==> src/rtl/eegfp_pkg.sv <==
// Package for the EEG headset frame parser: header byte values, frame positions
// and the header match function. Depends on nothing; used by
// eeg_headset_frame_parser_core, the frame monitor and the testbench.
`default_nettype none

package eegfp_pkg;

  localparam int unsigned ByteW = 8;
  localparam int unsigned PosW  = 6;

  localparam logic [ByteW-1:0] SyncByte    = 8'hAA;
  localparam logic [ByteW-1:0] HdrLenByte  = 8'h20;
  localparam logic [ByteW-1:0] HdrCodeByte = 8'h02;
  localparam logic [ByteW-1:0] HdrAsicByte = 8'h83;
  localparam logic [ByteW-1:0] HdrSizeByte = 8'h18;

  localparam logic [PosW-1:0] PosSync0   = 6'd0;
  localparam logic [PosW-1:0] PosSync1   = 6'd1;
  localparam logic [PosW-1:0] PosLen     = 6'd2;
  localparam logic [PosW-1:0] PosCode    = 6'd3;
  localparam logic [PosW-1:0] PosAsic    = 6'd5;
  localparam logic [PosW-1:0] PosSize    = 6'd6;
  localparam logic [PosW-1:0] PosSumFrst = 6'd3;
  localparam logic [PosW-1:0] PosAtt     = 6'd32;
  localparam logic [PosW-1:0] PosMed     = 6'd34;
  localparam logic [PosW-1:0] PosCheck   = 6'd35;

  typedef struct packed {
    logic             checksum_ok;
    logic [ByteW-1:0] attention;
    logic [ByteW-1:0] meditation;
  } result_t;

  // True when the byte is acceptable at the given position of the header.
  // Positions past the header and position 4, which is not checked, accept any byte.
  function automatic logic hdr_match(logic [PosW-1:0] pos, logic [ByteW-1:0] b);
    logic m;
    case (pos)
      PosSync0: m = (b == SyncByte);
      PosSync1: m = (b == SyncByte);
      PosLen:   m = (b == HdrLenByte);
      PosCode:  m = (b == HdrCodeByte);
      PosAsic:  m = (b == HdrAsicByte);
      PosSize:  m = (b == HdrSizeByte);
      default:  m = 1'b1;
    endcase
    return m;
  endfunction

endpackage

`default_nettype wire

==> src/rtl/eeg_headset_frame_parser_core.sv <==
// Top level of the EEG headset frame parser: byte input register, frame state,
// header check, checksum and result register. Depends on eegfp_pkg.
//
//   channel | signals                          | direction | carries
//   --------+----------------------------------+-----------+------------------------------
//   in      | in_valid_i, in_stall_o, rx_byte_i | into core | one received serial word
//   out     | out_valid_o, out_stall_i,         | out       | checksum verdict and held
//           | checksum_ok_o, attention_o,       |           | attention / meditation
//           | meditation_o                      |           |
//
// Each word is taken into an input register and examined there against the frame
// state; a closing word writes the result register. One word is accepted every cycle
// while the result register is free, that is while it holds no stalled result.
// The result register is the only stall point: a held result stalls the examine step,
// and a word waiting there stalls the input. Reset clears frame position, sum and the
// held values to zero and empties both registers.
`default_nettype none

module eeg_headset_frame_parser_core (
  input  wire logic       clk_i,
  input  wire logic       rst_ni,
  input  wire logic       in_valid_i,
  output logic            in_stall_o,
  input  wire logic [7:0] rx_byte_i,
  output logic            out_valid_o,
  input  wire logic       out_stall_i,
  output logic            checksum_ok_o,
  output logic [7:0]      attention_o,
  output logic [7:0]      meditation_o
);

  logic                            in_valid_q;
  logic [eegfp_pkg::ByteW-1:0]     in_byte_q;
  logic [eegfp_pkg::PosW-1:0]      pos_q, pos_d;
  logic [eegfp_pkg::ByteW-1:0]     sum_q, sum_d;
  logic [eegfp_pkg::ByteW-1:0]     pend_att_q, pend_att_d;
  logic [eegfp_pkg::ByteW-1:0]     pend_med_q, pend_med_d;
  logic [eegfp_pkg::ByteW-1:0]     held_att_q, held_att_d;
  logic [eegfp_pkg::ByteW-1:0]     held_med_q, held_med_d;
  logic                            out_valid_q, out_valid_d;
  eegfp_pkg::result_t              res_q, res_d;

  logic out_free;
  logic fire;
  logic in_accept;
  logic pos_ok;
  logic frame_end;
  logic sum_good;

  assign out_free   = !out_valid_q || !out_stall_i;
  assign fire       = in_valid_q && out_free;
  assign in_stall_o = in_valid_q && !out_free;
  assign in_accept  = in_valid_i && !in_stall_o;

  assign pos_ok    = (pos_q <= eegfp_pkg::PosCheck) &&
                     eegfp_pkg::hdr_match(pos_q, in_byte_q);
  assign frame_end = fire && pos_ok && (pos_q == eegfp_pkg::PosCheck);
  assign sum_good  = (~sum_q == in_byte_q);

  always_comb begin
    pos_d       = pos_q;
    sum_d       = sum_q;
    pend_att_d  = pend_att_q;
    pend_med_d  = pend_med_q;
    held_att_d  = held_att_q;
    held_med_d  = held_med_q;
    res_d       = res_q;
    out_valid_d = out_valid_q && out_stall_i;
    if (fire) begin
      if (!pos_ok) begin
        // A bad header word drops the frame; it is not retried as a sync word.
        pos_d = '0;
        sum_d = '0;
      end else if (pos_q == eegfp_pkg::PosCheck) begin
        if (sum_good) begin
          held_att_d = pend_att_q;
          held_med_d = pend_med_q;
        end
        res_d.checksum_ok = sum_good;
        res_d.attention   = sum_good ? pend_att_q : held_att_q;
        res_d.meditation  = sum_good ? pend_med_q : held_med_q;
        out_valid_d       = 1'b1;
        pos_d             = '0;
        sum_d             = '0;
      end else begin
        if (pos_q >= eegfp_pkg::PosSumFrst) begin
          sum_d = sum_q + in_byte_q;
        end
        if (pos_q == eegfp_pkg::PosAtt) begin
          pend_att_d = in_byte_q;
        end
        if (pos_q == eegfp_pkg::PosMed) begin
          pend_med_d = in_byte_q;
        end
        pos_d = pos_q + 1'b1;
      end
    end
  end

  always_ff @(posedge clk_i or negedge rst_ni) begin
    if (!rst_ni) begin
      in_valid_q  <= 1'b0;
      out_valid_q <= 1'b0;
      pos_q       <= '0;
      sum_q       <= '0;
      pend_att_q  <= '0;
      pend_med_q  <= '0;
      held_att_q  <= '0;
      held_med_q  <= '0;
    end else begin
      if (in_accept) begin
        in_valid_q <= 1'b1;
      end else if (fire) begin
        in_valid_q <= 1'b0;
      end
      out_valid_q <= out_valid_d;
      pos_q       <= pos_d;
      sum_q       <= sum_d;
      pend_att_q  <= pend_att_d;
      pend_med_q  <= pend_med_d;
      held_att_q  <= held_att_d;
      held_med_q  <= held_med_d;
    end
  end

  always_ff @(posedge clk_i) begin
    if (in_accept) begin
      in_byte_q <= rx_byte_i;
    end
    res_q <= res_d;
  end

  assign out_valid_o   = out_valid_q;
  assign checksum_ok_o = res_q.checksum_ok;
  assign attention_o   = res_q.attention;
  assign meditation_o  = res_q.meditation;

  // The frame position never leaves the 36-byte frame.
  a_pos_range: assert property (@(posedge clk_i) disable iff (!rst_ni)
    pos_q <= eegfp_pkg::PosCheck)
    else $error("frame position out of range");

  // A shown result always carries the currently held values.
  a_res_held: assert property (@(posedge clk_i) disable iff (!rst_ni)
    out_valid_o |-> (attention_o == held_att_q) && (meditation_o == held_med_q))
    else $error("result differs from held values");

  // A closed frame restarts position and sum.
  a_frame_restart: assert property (@(posedge clk_i) disable iff (!rst_ni)
    frame_end |=> (pos_q == '0) && (sum_q == '0) && out_valid_q)
    else $error("frame did not restart after its check word");

  // The input is stalled only while a word waits in the input register.
  a_stall_cause: assert property (@(posedge clk_i) disable iff (!rst_ni)
    in_stall_o |-> in_valid_q && out_valid_q)
    else $error("input stalled without a waiting word");

endmodule

`default_nettype wire

==> config.mk <==
export PLATFORM = sky130hd
export DESIGN_NAME = eeg_headset_frame_parser_core
export DESIGN_NICKNAME = d
export VERILOG_FILES = /design/src/rtl/eegfp_pkg.sv /design/src/rtl/eeg_headset_frame_parser_core.sv
export SDC_FILE = /design/constraint.sdc
export NUM_CORES = 1
export LEC_CHECK = 0
export BUFFER_PORTS_ARGS = -buffer_cell sky130_fd_sc_hd__buf_2
export CAP_MARGIN = 40
export CELL_PAD_IN_SITES_DETAIL_PLACEMENT = 1
export CELL_PAD_IN_SITES_GLOBAL_PLACEMENT = 2
export CORE_MARGIN = 2
export CORE_UTILIZATION = 46
export CTS_BUF_LIST = sky130_fd_sc_hd__clkbuf_2
export CTS_CLUSTER_SIZE = 16
export DETAILED_ROUTE_END_ITERATION = 7
export GPL_TIMING_DRIVEN = 1
export HOLD_SLACK_MARGIN = 0.08
export MAX_ROUTING_LAYER = met4
export PLACE_DENSITY_LB_ADDON = 0.1
export SLEW_MARGIN = 20
export SYNTH_ARGS = -nofsm -noshare
export SYNTH_HDL_FRONTEND = slang
export SYNTH_SLANG_ARGS = --single-unit
==> constraint.sdc <==
create_clock -name clk_i -period 5.2 [get_ports clk_i]
set_clock_uncertainty 0.05 [all_clocks]
set_input_delay 1.04 -clock clk_i [delete_from_list [all_inputs] [get_ports clk_i]]
set_output_delay 1.04 -clock clk_i [all_outputs]
set_load 0.02 [all_outputs]
[After elaboration in Yosys (flattened, before gate mapping)]
Cells that the tools add are included.
Storage, ports and cells
  bits in registers: 73
  input port bits: 12
  output and inout bits: 19
  logic and storage cells: 63
Cells by class
  add/sub/neg operators: 2
  $lt $le $gt $ge: 2
  eq/ne operators: 15
  muxes and demuxes: 13
  bitwise operators: 2
  reductions and logical operators: 17
Operators by type and width (number)
  $mux 8: 5
  $eq 6x6->1 const B: 3
  $eq 8x8->1 const B: 2
  $eq 6x2->1 const B: 2
  $eq 6x3->1 const B: 2
  $mux 6: 2
  $add 8x8->8: 1
  $eq 8x2->1 const B: 1
  $eq 8x5->1 const B: 1
  $eq 8x6->1 const B: 1
  $eq 8x8->1: 1
  $not 8->8: 1
  $reduce_and 4->1: 2
  $add 6x1->6 const B: 1
  $eq 6x1->1 const B: 1
  $ge 6x2->1 const B: 1
  $le 6x6->1 const B: 1
  $logic_not 6->1: 1
  $logic_and 1x1->1: 5
  $mux 1: 5
  $pmux 1 s5: 1
  $logic_not 1->1: 4
  $ne 3x1->1 const B: 1
  $reduce_and 3->1: 1
  5 further kinds: 5

[Longest topological paths before layout]
Gate-level depths: netlist (run 1).
  depth after elaboration: 7
  gate-level depth with buffers: 11
  gate-level depth less buffers: 9

[Least setup slack after synthesis (run 1)]
No wires, ideal clock.
  path type: input -> register
  start: in out_stall_i
  end: reg res_q (netlist bit attention_o[0]) (enable)
  data arrival time: 2.395 ns
  required time: 4.781 ns
  slack: 2.386 ns
  stages on the path: 6
  path buffers: 2
  path through: nand2_1 and2_1 clkbuf_1 nand4_1 buf_2 inv_1
On the way
  cells in the longest elaborated chain, start to end: 4
RTL lines
  start, declared: line eeg_headset_frame_parser_core.sv:26  | input wire logic out_stall_i,
  $logic_not 1->1: line eeg_headset_frame_parser_core.sv:50  | assign out_free = !out_valid_q || !out_stall_i;
  $logic_or 1x1->1: line eeg_headset_frame_parser_core.sv:50
  $logic_and 1x1->1: line eeg_headset_frame_parser_core.sv:51  | assign fire = in_valid_q && out_free;
  $reduce_and 3->1 (no source line)
  end signal, assigned: line eeg_headset_frame_parser_core.sv:130  | res_q <= res_d;
  end, declared: line eeg_headset_frame_parser_core.sv:41  | eegfp_pkg::result_t res_q, res_d;
No other way between the ends.
A chain may end at the register's enable or synchronous reset.

[Worst setup path after layout (run 1)]
  start: reg pos_q[0] (netlist bit)
  end: reg sum_q[7] (netlist bit)
On the way
  cells in the longest elaborated chain, start to end: 6
RTL lines
  start, declared: line eeg_headset_frame_parser_core.sv:34  | logic [eegfp_pkg::PosW-1:0] pos_q, pos_d;
  start signal, assigned: line eeg_headset_frame_parser_core.sv:117  | pos_q <= pos_d;
  $eq 6x1->1 / $logic_not 6->1 (equally long branches): line eegfp_pkg.sv:38  | case (pos)
  $reduce_or 2->1 (no source line)
  $pmux 1 s5: line eegfp_pkg.sv:38
  $logic_and 1x1->1: line eeg_headset_frame_parser_core.sv:55  | assign pos_ok = (pos_q <= eegfp_pkg::PosCheck) &&
  $ne 3x1->1 (no source line)
  $reduce_and 2->1 (no source line)
  end signal, assigned: line eeg_headset_frame_parser_core.sv:118  | sum_q <= sum_d;
  end, declared: line eeg_headset_frame_parser_core.sv:35  | logic [eegfp_pkg::ByteW-1:0] sum_q, sum_d;
Parallel ways exist; a longest one is shown, timed or not.

==> results.ini, run 1 <==
[die]
io_pins = 31
die_h_um = 90.7
die_w_um = 90.7
rows = 31
die_area_um2 = 8230
coreArea_um2 = 7250
floorplan.initialDensity_pct = 47.7

[detailed_routing]
num_vias = 2170
drt_wl_total_mm = 7.23
ant_nets = 0
drt_iter0_drc = 70
drc = 0
wl_per_cell_um = 18.1
dr.pass1.iters = 4
via_per_inst = 5.43

[cts]
cts-root-buf = clkbuf_2
clock-sinks = 73
postCtsSetupRepairBufs = 0
cts_tree = built
clk_latency_ps = 560
htreeDepth = 3
numCtsBuffers = 9
hold_buffers = 0
path_clk_slew_ps = 220
cts_buffer_depth = 2
cts_resized = 0

[timing]
fin_crit_ps = 2690
final_hold_viol_count = 0
max_freq_mhz = 372
slew_violations = 0
finalSetupViolations = 0
worstMarginPinSlew_ps = 684
tns_ps = 0
rsz0062_at_grt = no
post-route-period-util_pct = 51.8
slew_headroom_pct = 54.4

[setup_path]
slowest_stage = dfrtp_1
criticalPathCategory = reg2reg
cp-end-kind = flop
path_max_fanout = 11
max_stage_delay_ps = 460
worstPathRequired_ps = 5600
path_cells = inv_1, ha_1, and2_1, nor3b_1, mux2_1, o22ai_1, o21ai_2, a21o_2, a221o_1
start_kind = flop
arrival_ps = 3090

[layout]
final_net_count = 320
final_layout_size_suffix_gt1_share_pct = 33.9
fill_cells = 777
area_growth_pct = 10.3
antennaDiodeCount = 0
fin_area_um2 = 3810

[placed_design]
hpwl_mm = 4.97
globalplace.congestion = 0.811
io_buffers = 30
dpl_cell_area_um2 = 3690

[logic_synthesis]
synth_edf_count = 25
yosysSeqAreaShare_pct = 56.4
syn-num-nets = 286
syn_area_um2 = 3460
syn_inst = 262
synth_area_per_cell_um2 = 13.2
synth_flop_cell = dfrtp_1
ys_ff_latch = 73
yosys_warnings = 0
synth_async_sr_flop_share_pct = 65.8
synth_cell_type_count = 45

[power]
power_density_nw_per_um2 = 386
peakVddDrop_v = 0.000229
p_leak_nw = 1.69

[grt]
grt_use_total_pct = 19.7
grt_pass1_wl_mm = 12.1
grt_pass1_vias = 2306
grt_max_degree = 49
overflow = 0
antenna_found_initial = 0

[run]
cap_violations = 0

[min_path]
hold_path_class = reg2reg

[status]
outcome = finished, final reports clean

==> cells in the final DEF (no fill, tap or decap), drive strengths merged, types with 2 or more instances in the layout <==
cell / count
nand3b: 2
nand4: 5
a22o: 7
o21ai: 12
clkinv: 3
nor3: 4
nand2: 15
buf: 33
a31oi: 2
nand2b: 3
o21bai: 2
a21o: 6
nor2: 9
or3: 2
and2: 5
nor4b: 2
a32o: 2
nor3b: 2
xnor2: 7
clkbuf: 9
mux2: 47
inv: 9
edfxtp: 25
dfrtp: 48
xor2: 2
ha: 11
o22ai: 2
a21oi: 7
nand3: 4
==> critical path, delay by kind of cell (launching register included) <==
family / cells / cell delay (ps)
simple gates: 2 / 340
mux: 1 / 290
fa+ha+maj: 1 / 380
compound gates: 4 / 980
buf+inv: 1 / 120
flops: 1 / 460
==> per-stage QoR <==
stage                     hold WS [ps]  worst slack (ps)  instances  util (%)  total power [mW]
final                              481              2510        400      52.6              1.47
after global routing               495              2330        400      52.6              1.57
after CTS                          486              2500        400      52.6              1.48
after detailed placement           432              2540        384      50.9              1.14
after global placement             425              2570        384      50.9              1.14
after floorplan                    394              2390        262         -              1.05
==> metal layers <==
layer,global-route usage (%),up-vias,routed length (um)
met2,31.5,38,3610
met3,4.59,6,248
met1,24.9,1101,3300
met4,6.15,0,74
li1,-,1025,-
met5,-,-,0
==> sequential cells by signal, summed over array words and instances, names as in the netlist, 8 cells and up <==
register,count
attention_o,8
held_att_q,8
held_med_q,8
in_byte_q,8
meditation_o,8
pend_att_q,8
pend_med_q,8
sum_q,8
==> final timing paths <==
check	cells after the start	slack (ps)	end	startpoint
worst min register to register	1	480	held_med_q[6]$_DFFE_PN0P_	held_med_q[6]$_DFFE_PN0P_
max in group asynchronous	2	4140	pend_att_q[1]$_DFFE_PN0P_	rst_ni
min in group asynchronous	2	500	pend_med_q[7]$_DFFE_PN0P_	rst_ni
worst max register to register	9	2510	sum_q[7]$_DFFE_PN0P_	pos_q[0]$_DFFE_PN0P_
worst min-delay path	1	480	held_med_q[6]$_DFFE_PN0P_	held_med_q[6]$_DFFE_PN0P_
worst max-delay path	9	2510	sum_q[7]$_DFFE_PN0P_	pos_q[0]$_DFFE_PN0P_
==> power by group <==
part	total, mW	internal, mW	switching [mW]
Clock	0.335	0.115	0.219
Sequential	0.730	0.649	0.0813
Combinational	0.406	0.193	0.214
Total	1.47	0.957	0.515
==> cells by family (layout without fill, tap and decap cells) <==
group / Yosys count / count (layout) / share of synthesized area, %
flops: 73 / 73 / 56.4
simple gates: 59 / 59 / 9.70
mux: 47 / 47 / 15.3
compound gates: 45 / 45 / 9.12
buf+inv: 17 / 56 / 2.60
fa+ha+maj: 12 / 12 / 4.56
xor+xnor: 9 / 9 / 2.28
==> cells in the mapped netlist (3+ instances only) <==
cell	number	share of area, %
dfrtp_1	48	35
mux2_2	46	15
edfxtp_1	25	22
nand2_1	15	1.6
ha_1	11	4.0
o21ai_0	11	1.6
nor2_1	9	0.98
a21oi_1	7	1.0
a22o_1	7	1.8
inv_1	7	0.76
xnor2_1	7	1.8
a21o_1	5	1.1
and2_1	5	0.90
nand4_1	5	0.90
clkbuf_1	4	0.43
nand3_1	4	0.58
nor3_1	4	0.58
buf_2	3	0.43
buf_6	3	0.98
nand2b_1	3	0.54
==> cell type report <==
type	count	area, um2	area share [%]
Clock inverter	7	77.6	2.03
Tap cell	99	124	3.25
Clock buffer	9	45.0	1.18
Timing Repair Buffer	33	173	4.53
Inverter	7	26.3	0.689
Sequential cell	73	1950	51.2
Multi-Input combinational cell	172	1420	37.1
(Power assumes the default switching activity.)
==> run 2: changes to the inputs <==
Settings changed: ABC_AREA set to 1, CORE_UTILIZATION 46 to 35.
Clock period 5.2 ns to 2.26 ns, I/O delays scaled along.
==> results.ini, run 2 <==
[status]
outcome = finished, final reports clean  ; unchanged

[logic_synthesis]
synth_area_per_cell_um2 = 9.25  ; was 13.2 um2
synth-simple-area-share_pct = 20.6  ; was 9.70%
synth_async_sr_flop_share_pct = 65.8  ; unchanged
yosys_warnings = 0  ; unchanged
synth.most_common_cell = nand2_1  ; was dfrtp_1
yosys.area.top_type = dfrtp_1  ; unchanged
synthMuxAreaShare_pct = 0  ; was 15.3%
synth_top_area_share_pct = 34.7  ; about the same
ys_ff_latch = 73  ; unchanged
synth_edf_count = 25  ; unchanged
syn_area_um2 = 3460  ; about the same
synth_compound_area_share_pct = 9.47  ; was 9.12%
synth_top_family_by_area = simple AND/OR/NAND/NOR gates  ; was multiplexers
synth-xor-area-share_pct = 2.53  ; was 2.28%
synth_common_cells = nand2_1 (88), o21ai_0 (51), dfrtp_1 (48)  ; was dfrtp_1 (48), mux2_2 (46), edfxtp_1 (25)
synth_flop_cell = dfrtp_1  ; unchanged
syn_inst = 374  ; was 262
synth_fa_ha_area_share_pct = 4.56  ; about the same
syn-num-nets = 398  ; was 286
synthTopCellsByArea = dfrtp_1 (35%), edfxtp_1 (22%), nand2_1 (9.5%)  ; was dfrtp_1 (35%), edfxtp_1 (22%), mux2_2 (15%)
yosysSeqAreaShare_pct = 56.4  ; about the same
synth_cell_type_count = 29  ; was 45

[timing]
max_freq_mhz = 488  ; was 372 MHz
final_hold_viol_count = 0  ; unchanged
fin_crit_ps = 2050  ; was 2690 ps
layout_setup_ws_ps = 212  ; was 2510 ps
fin_hold_ws_ps = 317  ; was 481 ps
slew_violations = 0  ; unchanged
worstMarginPinSlew_ps = 616  ; was 684 ps
post-route-period-util_pct = 90.6  ; was 51.8%
finalSetupViolations = 0  ; unchanged
slew_headroom_pct = 58.5  ; was 54.4%
tns_ps = 0  ; unchanged

[power]
p_sw_mw = 0.825  ; was 0.515 mW
p_leak_nw = 1.89  ; was 1.69 nW
power_density_nw_per_um2 = 639  ; was 386 nW/um2
internal-power_mw = 1.87  ; was 0.957 mW
peakVddDrop_v = 0.000314  ; was 0.000229 V
combPwrFrac_pct = 16.4  ; was 27.6%
p_clk_share_pct = 28.9  ; was 22.7%
switching_share_pct = 30.6  ; was 35.0%
p_seq_share_pct = 54.7  ; was 49.6%
total_power_mw = 2.70  ; was 1.47 mW

[layout]
final_cell_mix = nand2_1 (86), o21ai_0 (51), dfrtp_1 (47), inv_1 (42), nand3_1 (32)  ; was dfrtp_1 (48), mux2_2 (46), buf_2 (30), edfxtp_1 (25), nand2_1 (15)
final_net_count = 460  ; was 320
multi_input_comb_area_um2 = 1370  ; was 1420 um2
fill_cells = 1133  ; was 777
postLayoutCoreUtil_pct = 43.6  ; was 52.6%
ff_latch_area_um2 = 1950  ; about the same
antennaDiodeCount = 0  ; unchanged
final_layout_size_suffix_gt1_share_pct = 20.9  ; was 33.9%
fin_cells = 574  ; was 400
final_common_cell = nand2_1  ; was dfrtp_1
area_growth_pct = 22.1  ; was 10.3%
fin_area_um2 = 4220  ; was 3810 um2

[placed_design]
io_buffers = 30  ; unchanged
dp.cells = 539  ; was 384
hpwl_mm = 5.81  ; was 4.97 mm
dpl_cell_area_um2 = 3860  ; was 3690 um2
place_ws_ps = 83.9  ; was 2540 ps
globalplace.congestion = 0.794  ; was 0.811

[min_path]
hold_path_class = in2async  ; was reg2reg

[setup_path]
path_depth = 14  ; was 9
r2r_start = pos_q[1]$_DFFE_PN0P_  ; was pos_q[0]$_DFFE_PN0P_
slowest_stage = dfrtp_1  ; unchanged
max_stage_delay_ps = 450  ; was 460 ps
r2r_cells = 14  ; was 9
rr_endpoint = sum_q[3]$_DFFE_PN0P_  ; was sum_q[7]$_DFFE_PN0P_
arrival_ps = 2480  ; was 3090 ps
cp-startpoint = pos_q[1]$_DFFE_PN0P_  ; was pos_q[0]$_DFFE_PN0P_
criticalPathCategory = reg2reg  ; unchanged
r2r_setup_slack_ps = 210  ; was 2510 ps
worstPathRequired_ps = 2690  ; was 5600 ps
cp-end-kind = flop  ; unchanged
start_kind = flop  ; unchanged
worst_path_dominant_cell_family = simple AND/OR/NAND/NOR gates  ; was compound AO/OA/AOI/OAI gates
endpoint = sum_q[3]$_DFFE_PN0P_  ; was sum_q[7]$_DFFE_PN0P_
path_buf_inv = 2  ; was 1
path_cells = buf_4, ha_4, nand2_2, nor2_2, buf_4, nand3_1, o211ai_1, nor2_1, nand3_1, nand2_2, nand2_2, nor2_2, nand3_1, nand2_1  ; was inv_1, ha_1, and2_1, nor3b_1, mux2_1, o22ai_1, o21ai_2, a21o_2, a221o_1
path_max_fanout = 5  ; was 11

[die]
coreArea_um2 = 9680  ; was 7250 um2
floorplan.initialDensity_pct = 35.7  ; was 47.7%
die_h_um = 103  ; was 90.7 um
io_pins = 31  ; unchanged
die_area_um2 = 10700  ; was 8230 um2
rows = 36  ; was 31
die_w_um = 103  ; was 90.7 um

[cts]
clock-sinks = 73  ; unchanged
cts-root-buf = clkbuf_2  ; unchanged
cts_buffer_depth = 2  ; unchanged
numCtsBuffers = 9  ; unchanged
htreeDepth = 3  ; unchanged
cts_tree = built  ; unchanged
path_clk_slew_ps = 240  ; was 220 ps
clk_latency_ps = 540  ; was 560 ps

[detailed_routing]
drc = 0  ; unchanged
wl_per_cell_um = 14.0  ; was 18.1 um
via_per_inst = 4.67  ; was 5.43
ant_nets = 0  ; unchanged
drt_wl_total_mm = 8.02  ; was 7.23 mm
drt_iter0_drc = 70  ; unchanged
num_vias = 2680  ; was 2170
dr.pass1.iters = 4  ; unchanged

[run]
cap_violations = 0  ; unchanged

[grt]
overflow = 0  ; unchanged
grt_use_total_pct = 16.7  ; was 19.7%
grt_pass1_vias = 2658  ; was 2306
grt_pass1_wl_mm = 12.9  ; was 12.1 mm
antenna_found_initial = 0  ; unchanged
grt_max_degree = 50  ; was 49

[run 2: changes by cell type after synthesis, moves of 6 or more]
cell     delta
nand2_1    +73
mux2_2     -46
o21ai_0    +40
inv_1      +37
nand3_1    +28
nor2_1      +8
a22o_1      -7
xor2_1      +7
xnor2_1     -6
[run 2: how the worst min path moves through the flow]
stage / start / to / slack, ps / depth (start not counted)
6_report: rst_ni / held_med_q[4]$_DFFE_PN0P_ / 320 / 2
5_1_grt: rst_ni / held_med_q[4]$_DFFE_PN0P_ / 270 / 2
4_1_cts: rst_ni / held_med_q[4]$_DFFE_PN0P_ / 300 / 2
3_5_place_dp: rst_ni / held_med_q[1]$_DFFE_PN0P_ / 390 / 1
3_3_place_gp: rst_ni / held_med_q[1]$_DFFE_PN0P_ / 390 / 1
2_1_floorplan: rst_ni / held_att_q[0]$_DFFE_PN0P_ / 110 / 0
[run 2: cell families after synthesis]
| family | after synthesis |
|---|---|
| adder cells (fa/ha/maj) | 12 |
| XOR/XNOR | 10 |
| buffers and inverters | 57 |
| AO/OA/AOI/OAI | 63 |
| flip-flops | 73 |
| AND/OR/NAND/NOR | 159 |
[run 2: repair_timing]
item                                   4_1_cts  5_1_grt
setup endpoints to repair                    0       37
hold buffers                                11        0
endpoints found under the hold margin       27        0
buffers inserted                             0        7
gates resized for setup                      0       16
[run 2: final cells by class]
| cell class | count | share of cell area (%) |
|---|---|---|
| Tap cell | 133 | 3.94 |
| Sequential cell | 73 | 46.2 |
| Inverter | 49 | 4.41 |
| Timing Repair Buffer | 58 | 10.1 |
| Multi-Input combinational cell | 245 | 32.4 |
| Clock buffer | 9 | 1.07 |
| Clock inverter | 7 | 1.84 |
[run 2: routing by layer]
layer,up-vias,track usage (%),wire length [um]
li1,1359,-,-
met1,1283,21.0,3900
met2,28,26.7,3840
met3,10,3.43,187
met4,0,6.07,93
met5,-,-,0
[run 2: power by group through the flow]
stage,Sequential (mW),Clock (mW),Combinational (mW)
final,1.48,0.779,0.444
after floorplan,1.49,0,0.251
after CTS,1.48,0.815,0.389
after global placement,1.50,0,0.367
after global routing,1.49,0.880,0.504
after detailed placement,1.50,0,0.372
